**src/design/cce_pkg.sv**
```systemverilog
// cce_pkg: shared types, character constants and byte tables for the color code expander.
// No dependencies; used by the front, queue and back modules.

package cce_pkg;

  // characters of the marker and escape sequences
  localparam logic [7:0] BarChar  = 8'h7C;
  localparam logic [7:0] EscChar  = 8'h1B;
  localparam logic [7:0] LbrChar  = 8'h5B;
  localparam logic [7:0] SemiChar = 8'h3B;
  localparam logic [7:0] ZeroChar = 8'h30;
  localparam logic [7:0] OneChar  = 8'h31;
  localparam logic [7:0] ThreeChar = 8'h33;
  localparam logic [7:0] MChar    = 8'h6D;

  // queue between front and back
  localparam int unsigned QDepth = 2;
  localparam int unsigned QPtrW  = $clog2(QDepth);
  localparam int unsigned QCntW  = $clog2(QDepth + 1);

  // what the back end has to emit for one input byte
  typedef enum logic [1:0] {
    OP_BYTE     = 2'd0,  // the byte alone
    OP_BAR_BYTE = 2'd1,  // a bar, then the byte
    OP_ESC      = 2'd2   // an ansi escape sequence
  } op_e;

  typedef struct packed {
    op_e        op;
    logic [7:0] data;
    logic       is_reset;  // 'x' code: ESC [ 0 ; 0 m
    logic       bright;
    logic [2:0] hue;
    logic       msg_end;
  } cmd_t;

  typedef struct packed {
    logic       is_code;
    logic       is_reset;
    logic       bright;
    logic [2:0] hue;
  } code_t;

  // code letter lookup
  function automatic code_t classify(logic [7:0] b);
    code_t c;
    c = '0;
    c.is_code = 1'b1;
    case (b)
      8'h78: c.is_reset = 1'b1;           // x
      8'h6C: c.hue = 3'd0;                // l
      8'h72: c.hue = 3'd1;                // r
      8'h67: c.hue = 3'd2;                // g
      8'h79: c.hue = 3'd3;                // y
      8'h62: c.hue = 3'd4;                // b
      8'h6D: c.hue = 3'd5;                // m
      8'h63: c.hue = 3'd6;                // c
      8'h77: c.hue = 3'd7;                // w
      8'h4C: begin c.hue = 3'd0; c.bright = 1'b1; end
      8'h52: begin c.hue = 3'd1; c.bright = 1'b1; end
      8'h47: begin c.hue = 3'd2; c.bright = 1'b1; end
      8'h59: begin c.hue = 3'd3; c.bright = 1'b1; end
      8'h42: begin c.hue = 3'd4; c.bright = 1'b1; end
      8'h4D: begin c.hue = 3'd5; c.bright = 1'b1; end
      8'h43: begin c.hue = 3'd6; c.bright = 1'b1; end
      8'h57: begin c.hue = 3'd7; c.bright = 1'b1; end
      default: c.is_code = 1'b0;
    endcase
    return c;
  endfunction

  // number of bytes a command emits
  function automatic logic [2:0] cmd_len(cmd_t c);
    logic [2:0] n;
    case (c.op)
      OP_BYTE:     n = 3'd1;
      OP_BAR_BYTE: n = 3'd2;
      OP_ESC:      n = c.is_reset ? 3'd6 : 3'd7;
      default:     n = 3'd1;
    endcase
    return n;
  endfunction

  // byte number idx of a command's expansion
  function automatic logic [7:0] cmd_byte(cmd_t c, logic [2:0] idx);
    logic [7:0] r;
    r = c.data;
    case (c.op)
      OP_BYTE:     r = c.data;
      OP_BAR_BYTE: r = (idx == 3'd0) ? BarChar : c.data;
      OP_ESC: begin
        case (idx)
          3'd0: r = EscChar;
          3'd1: r = LbrChar;
          3'd2: r = (c.bright && !c.is_reset) ? OneChar : ZeroChar;
          3'd3: r = SemiChar;
          3'd4: r = c.is_reset ? ZeroChar : ThreeChar;
          3'd5: r = c.is_reset ? MChar : (ZeroChar | {5'd0, c.hue});
          default: r = MChar;
        endcase
      end
      default: r = c.data;
    endcase
    return r;
  endfunction

endpackage

```
**src/design/color_code_expander.sv**
```systemverilog
// color_code_expander: top level, wires the front end, command queue and back end.
// Depends on cce_pkg, cce_front, cce_queue and cce_back.
//
// Usage:
//   Input stream s_axis: tdata is a text byte, tlast marks the end of a message.
//   Output stream m_axis: tdata is a rewritten byte, tlast marks the last byte
//   caused by one input byte, tuser marks that byte when its input ended a message.
//   Config channel cfg: one write sets color_enable from cfg_data_i; cfg_ready_o
//   is always high. Write it only while the block is idle.
// Timing:
//   An input byte is classified in the cycle it transfers and queued; the back
//   end loads its first output byte from the queue head into the output
//   register. Throughput is one output byte per cycle while m_axis_tready is
//   high. A plain byte gives 1 output byte, a bar pair 2, an escape 6 or 7; input
//   that produces nothing is not queued. The back end's one-byte-per-cycle
//   expansion sets the rate; a two-entry queue lets input run on while it works.
// Reset: the pending marker, queue and output valid clear, color_enable is 0.
// Stall: when m_axis_tready is low the output register holds, the queue fills
//   and s_axis_tready falls once both entries are taken.

module color_code_expander (
  input  logic        clk_i,
  input  logic        rst_ni,
  input  logic        cfg_valid_i,
  output logic        cfg_ready_o,
  input  logic        cfg_data_i,     // color_enable
  input  logic        s_axis_tvalid,
  output logic        s_axis_tready,
  input  logic [7:0]  s_axis_tdata,   // in_byte
  input  logic        s_axis_tlast,   // message_end
  output logic        m_axis_tvalid,
  input  logic        m_axis_tready,
  output logic [7:0]  m_axis_tdata,   // out_byte
  output logic        m_axis_tlast,   // run_last
  output logic        m_axis_tuser    // message_done
);

  logic          color_q;
  logic          q_full, q_empty, push, pop;
  cce_pkg::cmd_t push_cmd, head;

  // configuration register
  assign cfg_ready_o = 1'b1;
  always_ff @(posedge clk_i or negedge rst_ni) begin
    if (!rst_ni) begin
      color_q <= 1'b0;
    end else if (cfg_valid_i) begin
      color_q <= cfg_data_i;
    end
  end

  cce_front u_front (
    .clk_i         (clk_i),
    .rst_ni        (rst_ni),
    .color_en_i    (color_q),
    .s_axis_tvalid (s_axis_tvalid),
    .s_axis_tready (s_axis_tready),
    .s_axis_tdata  (s_axis_tdata),
    .s_axis_tlast  (s_axis_tlast),
    .q_full_i      (q_full),
    .push_o        (push),
    .push_cmd_o    (push_cmd)
  );

  cce_queue u_queue (
    .clk_i      (clk_i),
    .rst_ni     (rst_ni),
    .push_i     (push),
    .push_cmd_i (push_cmd),
    .full_o     (q_full),
    .pop_i      (pop),
    .empty_o    (q_empty),
    .head_o     (head)
  );

  cce_back u_back (
    .clk_i         (clk_i),
    .rst_ni        (rst_ni),
    .q_empty_i     (q_empty),
    .head_i        (head),
    .pop_o         (pop),
    .m_axis_tvalid (m_axis_tvalid),
    .m_axis_tready (m_axis_tready),
    .m_axis_tdata  (m_axis_tdata),
    .m_axis_tlast  (m_axis_tlast),
    .m_axis_tuser  (m_axis_tuser)
  );

endmodule

```
**src/design/cce_front.sv**
```systemverilog
// cce_front: accepts input bytes, tracks the pending marker and classifies each byte
// into an emit command. Depends on cce_pkg.

module cce_front (
  input  logic              clk_i,
  input  logic              rst_ni,
  input  logic              color_en_i,
  input  logic              s_axis_tvalid,
  output logic              s_axis_tready,
  input  logic [7:0]        s_axis_tdata,   // in_byte
  input  logic              s_axis_tlast,   // message_end
  input  logic              q_full_i,
  output logic              push_o,
  output cce_pkg::cmd_t     push_cmd_o
);

  logic           pending_q, pending_d;
  logic           accept;
  logic           emit;
  cce_pkg::code_t code;

  assign s_axis_tready = ~q_full_i;
  assign accept        = s_axis_tvalid & ~q_full_i;
  assign code          = cce_pkg::classify(s_axis_tdata);

  // classify the byte against the marker state
  always_comb begin
    emit                = 1'b0;
    pending_d           = pending_q;
    push_cmd_o          = '0;
    push_cmd_o.op       = cce_pkg::OP_BYTE;
    push_cmd_o.data     = s_axis_tdata;
    push_cmd_o.is_reset = code.is_reset;
    push_cmd_o.bright   = code.bright;
    push_cmd_o.hue      = code.hue;
    push_cmd_o.msg_end  = s_axis_tlast;
    if (!pending_q) begin
      if (s_axis_tdata == cce_pkg::BarChar) begin
        if (s_axis_tlast) begin
          emit = color_en_i;
        end else begin
          pending_d = 1'b1;
        end
      end else begin
        emit = 1'b1;
      end
    end else begin
      pending_d = 1'b0;
      if (s_axis_tdata == cce_pkg::BarChar) begin
        emit = 1'b1;
      end else if (!code.is_code) begin
        emit          = 1'b1;
        push_cmd_o.op = cce_pkg::OP_BAR_BYTE;
      end else if (color_en_i) begin
        emit          = 1'b1;
        push_cmd_o.op = cce_pkg::OP_ESC;
      end
    end
    if (s_axis_tlast) begin
      pending_d = 1'b0;
    end
  end

  assign push_o = accept & emit;

  // marker state advances on each input transfer
  always_ff @(posedge clk_i or negedge rst_ni) begin
    if (!rst_ni) begin
      pending_q <= 1'b0;
    end else if (accept) begin
      pending_q <= pending_d;
    end
  end

endmodule

```
**src/design/cce_queue.sv**
```systemverilog
// cce_queue: short command queue between the front and back ends.
// Depends on cce_pkg for the command type and depth.

module cce_queue (
  input  logic                    clk_i,
  input  logic                    rst_ni,
  input  logic                    push_i,
  input  cce_pkg::cmd_t           push_cmd_i,
  output logic                    full_o,
  input  logic                    pop_i,
  output logic                    empty_o,
  output cce_pkg::cmd_t           head_o
);

  cce_pkg::cmd_t                  mem_q [cce_pkg::QDepth];
  logic [cce_pkg::QPtrW-1:0]      wr_ptr_q, rd_ptr_q;
  logic [cce_pkg::QCntW-1:0]      count_q;

  assign full_o  = (count_q == cce_pkg::QCntW'(cce_pkg::QDepth));
  assign empty_o = (count_q == '0);
  assign head_o  = mem_q[rd_ptr_q];

  // storage
  always_ff @(posedge clk_i) begin
    if (push_i) begin
      mem_q[wr_ptr_q] <= push_cmd_i;
    end
  end

  // pointers and fill count
  always_ff @(posedge clk_i or negedge rst_ni) begin
    if (!rst_ni) begin
      wr_ptr_q <= '0;
      rd_ptr_q <= '0;
      count_q  <= '0;
    end else begin
      if (push_i) begin
        wr_ptr_q <= (wr_ptr_q == cce_pkg::QPtrW'(cce_pkg::QDepth - 1)) ? '0 : wr_ptr_q + 1'b1;
      end
      if (pop_i) begin
        rd_ptr_q <= (rd_ptr_q == cce_pkg::QPtrW'(cce_pkg::QDepth - 1)) ? '0 : rd_ptr_q + 1'b1;
      end
      if (push_i && !pop_i) begin
        count_q <= count_q + 1'b1;
      end else if (pop_i && !push_i) begin
        count_q <= count_q - 1'b1;
      end
    end
  end

endmodule

```
**src/design/cce_back.sv**
```systemverilog
// cce_back: expands queued commands into an output register, one byte per cycle unless stalled.
// Depends on cce_pkg for the command type and expansion tables.

module cce_back (
  input  logic              clk_i,
  input  logic              rst_ni,
  input  logic              q_empty_i,
  input  cce_pkg::cmd_t     head_i,
  output logic              pop_o,
  output logic              m_axis_tvalid,
  input  logic              m_axis_tready,
  output logic [7:0]        m_axis_tdata,   // out_byte
  output logic              m_axis_tlast,   // run_last
  output logic              m_axis_tuser    // message_done
);

  cce_pkg::cmd_t cur_q;
  logic [2:0]    idx_q;
  logic          busy_q;
  logic          out_valid_q;
  logic [7:0]    out_data_q;
  logic          out_last_q, out_user_q;

  cce_pkg::cmd_t src_cmd;
  logic [2:0]    src_idx;
  logic          slot_free, have, load, last;

  // pick the byte source: command in progress or queue head
  assign slot_free = ~out_valid_q | m_axis_tready;
  assign have      = busy_q | ~q_empty_i;
  assign load      = slot_free & have;
  assign pop_o     = slot_free & ~busy_q & ~q_empty_i;
  assign src_cmd   = busy_q ? cur_q : head_i;
  assign src_idx   = busy_q ? idx_q : 3'd0;
  assign last      = (src_idx == cce_pkg::cmd_len(src_cmd) - 3'd1);

  // expansion step and output payload
  always_ff @(posedge clk_i) begin
    if (load) begin
      out_data_q <= cce_pkg::cmd_byte(src_cmd, src_idx);
      out_last_q <= last;
      out_user_q <= last & src_cmd.msg_end;
      cur_q      <= src_cmd;
      idx_q      <= src_idx + 3'd1;
    end
  end

  // control
  always_ff @(posedge clk_i or negedge rst_ni) begin
    if (!rst_ni) begin
      busy_q      <= 1'b0;
      out_valid_q <= 1'b0;
    end else if (slot_free) begin
      out_valid_q <= have;
      busy_q      <= have & ~last;
    end
  end

  assign m_axis_tvalid = out_valid_q;
  assign m_axis_tdata  = out_data_q;
  assign m_axis_tlast  = out_last_q;
  assign m_axis_tuser  = out_user_q;

endmodule

```
**config.mk**
```make
export PLATFORM = sky130hd
export DESIGN_NAME = color_code_expander
export DESIGN_NICKNAME = d
export VERILOG_FILES = /design/src/design/cce_pkg.sv /design/src/design/color_code_expander.sv /design/src/design/cce_front.sv /design/src/design/cce_queue.sv /design/src/design/cce_back.sv
export SDC_FILE = /design/constraint.sdc
export NUM_CORES = 1
export LEC_CHECK = 0
export BUFFER_PORTS_ARGS = -buffer_cell sky130_fd_sc_hd__buf_2
export CORE_MARGIN = 4
export CORE_UTILIZATION = 55
export CTS_BUF_LIST = sky130_fd_sc_hd__clkbuf_4 sky130_fd_sc_hd__clkbuf_8
export CTS_CLUSTER_DIAMETER = 100
export CTS_CLUSTER_SIZE = 14
export DETAILED_ROUTE_END_ITERATION = 16
export HOLD_SLACK_MARGIN = 0.06
export PLACE_DENSITY = 0.84
export REMOVE_ABC_BUFFERS = 1
export SYNTH_ARGS = -nofsm -noshare
export SYNTH_HDL_FRONTEND = slang
export SYNTH_SLANG_ARGS = --single-unit
```
**constraint.sdc**
```tcl
create_clock -name clk_i -period 3 [get_ports clk_i]
set_input_delay 0.3 -clock clk_i [delete_from_list [all_inputs] [get_ports clk_i]]
set_output_delay 0.3 -clock clk_i [all_outputs]
set_load 0.01 [all_outputs]
```
==> impl_metrics.tcl <==
set metrics [dict create \
    crit_path_start_kind "flip-flop" \
    yosysSeqAreaShare_pct 59.7 \
    crit_path_cell_trace "nand2_1 > inv_1 > ha_1 > a21boi_0 > mux2i_1 > o22a_1 > nor2_1 > o21ai_0" \
    drt-total-wl_um 6130 \
    worst_pin_slew_ns 0.646 \
    hold_violations 0 \
    period_needed_ns 2.52 \
    firstDrtPassIters 4 \
    grt_pass1_vias 2153 \
    endpoint_kind "flip-flop" \
    num_rows 28 \
    yosys_warnings 0 \
    drt_iter0_markers 107 \
    start_util_pct 57.1 \
    synth.area.top_cells "edfxtp_1 54%, dfrtp_1 5.9%, mux2i_1 4.7%, ha_1 3.3%, nand2_1 3.1%" \
    layout.cells.non_filler 391 \
    cpMaxStageDelayCell "dfrtp_1" \
    r2r-start "u_back.busy_q" \
    grt_use_total_pct 17.9 \
    synth.distinct_cells 52 \
    timing.rr.end "u_back.m_axis_tdata[3]" \
    worst_path_largest_cell_delay_ns 0.64 \
    clk_pin_slew_ns 0.08 \
    core_area_um2 5960 \
    swShare_pct 34.2 \
    dp.final_hpwl_um 4260 \
    nets 335 \
    drv_slew 0 \
    crit_type "reg -> reg" \
    cpLargestDelayFamily "compound AO/OA/AOI/OAI gates" \
    clk_latency_ns 0.35 \
    cts-root-buf "clkbuf_8" \
    power.leakage_uw 0.00156 \
    clockBufferDepth 2 \
    ys_ff_latch 69 \
    synth_edf_count 61 \
    drv_cap 0 \
    yosys.area.top_type_share_pct 53.9 \
    die_h_um 86.6 \
    clkPwrFrac_pct 22.1 \
    hold_path_depth 2 \
    die_x_um 86.6 \
    ff2ff_path_depth 8 \
    place.gp.congestion 0.893 \
    synthFlopType "edfxtp_1" \
    setup_tns_ns 0 \
    final_cell_mix "61 x edfxtp_1, 28 x nand2_1, 26 x buf_2" \
    hp-start "cfg_valid_i" \
    setup_viol 0 \
    p_per_area_nw_per_um2 1070 \
    intPower_uw 2720 \
    grt_pass1_wl_um 10200 \
    fin_crit_sh_pct 84.0 \
    fin_skew_ns 0.00828 \
    cts_tree "built" \
    slew_headroom_pct 56.5 \
    vias 2222 \
    hold_end "color_q" \
    drc 0 \
    fill_cells 462 \
    viasPerCell 5.68 \
    crit_buf_inv 1 \
    ys_async_sr_fraction_pct 11.6 \
    yosysTopAreaCell "edfxtp_1" \
    numPlacedInstances 374 \
    syn_area_per_cell_um2 12.1 \
    io_pins 28 \
    cts.sinks 69 \
    postSynthCellCount 280 \
    vdd_drop_max_mv 0.527 \
    cts_setup_buffers 0 \
    status "finished clean" \
    p_switching_uw 1410 \
    cts_made_buffers 9 \
    p_comb_share_pct 37.3 \
    final_common_cell "edfxtp_1" \
    rsz0062_at_grt "no" \
    syn_to_final_growth_pct 13.2 \
    layout-drive-gt1-share_pct 18.0 \
    cp.required_ns 3.09 \
    cts_max_level 3 \
    antenna_cells 0 \
    synthesis.area_um2 3400 \
    grt_start_max_net_pins 30 \
    antenna_left 0 \
    grt_overflow_total 0 \
    wl_per_cell_um 15.7 \
    arrival_ns 2.61 \
    hold_class "in -> reg" \
    die_area_um2 7510 \
    seqPwrFrac_pct 40.6 \
    r2r_setup_slack_ns 0.48 \
    grt_antenna_before_repair 0 \
    cp_max_fo 18 \
    io_buffers 26 \
    ctsResizeCount 0 \
    max_freq_mhz 397 \
    hold_buffers 1 \
]
flip-flops by register name, summed over array words and instances (netlist names):
signal / count
u_back.busy_q: 1
u_back.cur_q: 16
u_queue.wr_ptr_q: 1
u_front.pending_q: 1
u_back.m_axis_tuser: 1
u_queue.count_q: 2
u_back.m_axis_tvalid: 1
u_queue.mem_q: 32
color_q: 1
u_back.m_axis_tdata: 8
u_queue.rd_ptr_q: 1
u_back.m_axis_tlast: 1
u_back.idx_q: 3
how the worst max path moves through the flow:
stage / from / to / cells after the start
floorplan: u_back.busy_q / u_back.cur_q[0] / 2
detailed placement: u_back.busy_q / u_back.m_axis_tdata[3] / 8
finish: u_back.busy_q / u_back.m_axis_tdata[3] / 8
global route: u_back.busy_q / u_back.m_axis_tdata[0] / 8
global placement: u_back.busy_q / u_back.m_axis_tdata[3] / 8
CTS: u_back.busy_q / u_back.m_axis_tdata[3] / 8
cell type report:
cell class	count	area [um2]	area share, %
flip-flops and latches	69	2030	52.8
inverters	12	45.0	1.17
clock inverters	6	111	2.89
multi-input cells	187	1260	32.7
clock buffers	10	131	3.41
repair buffers	32	178	4.61
well taps	75	93.8	2.44
synth_stat cells, types with 5 or more instances:
cell,number
a21oi_1,9
clkbuf_1,5
dfrtp_1,8
edfxtp_1,61
ha_1,9
inv_1,12
mux2i_1,16
nand2_1,28
nand2b_1,8
nor2_1,20
nor2b_1,7
o21a_1,5
o21ai_0,20
o22ai_1,7
worst register-to-register path, stage by stage (launching register included):
cell and delay [ns]:
dfrtp_1 0.64, nand2_1 0.24, inv_1 0.14, ha_1 0.18, a21boi_0 0.55, mux2i_1 0.15
o22a_1 0.21, nor2_1 0.07, o21ai_0 0.09
metrics by stage:
step	setup WS [ns]	cell area [um2]	hold WS [ns]	total power, uW	utilization (%)
6_report	0.481	3850	0.136	4130	64.6
4_1_cts	0.509	3850	0.119	4160	64.6
2_1_floorplan	0.290	3330	0.00441	2790	-
3_5_place_dp	0.540	3600	0.160	3230	60.4
5_1_grt	0.264	3850	0.137	4390	64.6
3_3_place_gp	0.678	3600	0.154	3160	60.4
power groups by stage:
stage / combinational, uW / clock [uW] / sequential (uW)
global placement: 1480 / 0 / 1680
CTS: 1550 / 932 / 1680
detailed placement: 1530 / 0 / 1700
finish: 1540 / 914 / 1680
floorplan: 1030 / 0 / 1750
global route: 1700 / 970 / 1720
layer usage:
metal  part of all wire, %  global-route usage, %
met4                   1.8                   7.22
met2                    49                   29.6
met1                    44                   22.2
met3                   5.5                   4.85
met5                     0                      0
kinds of logic (layout without fill, tap and decap cells):
group                      Yosys count  in the layout  synth area share, %
AOI/OAI and AO/OA                   61             61                 12.4
xor gates and xnor gates             6              6                 1.55
adders and majority gates            9              9                 3.31
buffers and inverters               24             60                 3.31
DFF                                 69             69                 59.7
muxes                               19             19                 5.92
other                                1              1                0.110
and+or+nand+nor                     91             91                 13.7
No activity file was read; power rests on OpenSTA's default activity.
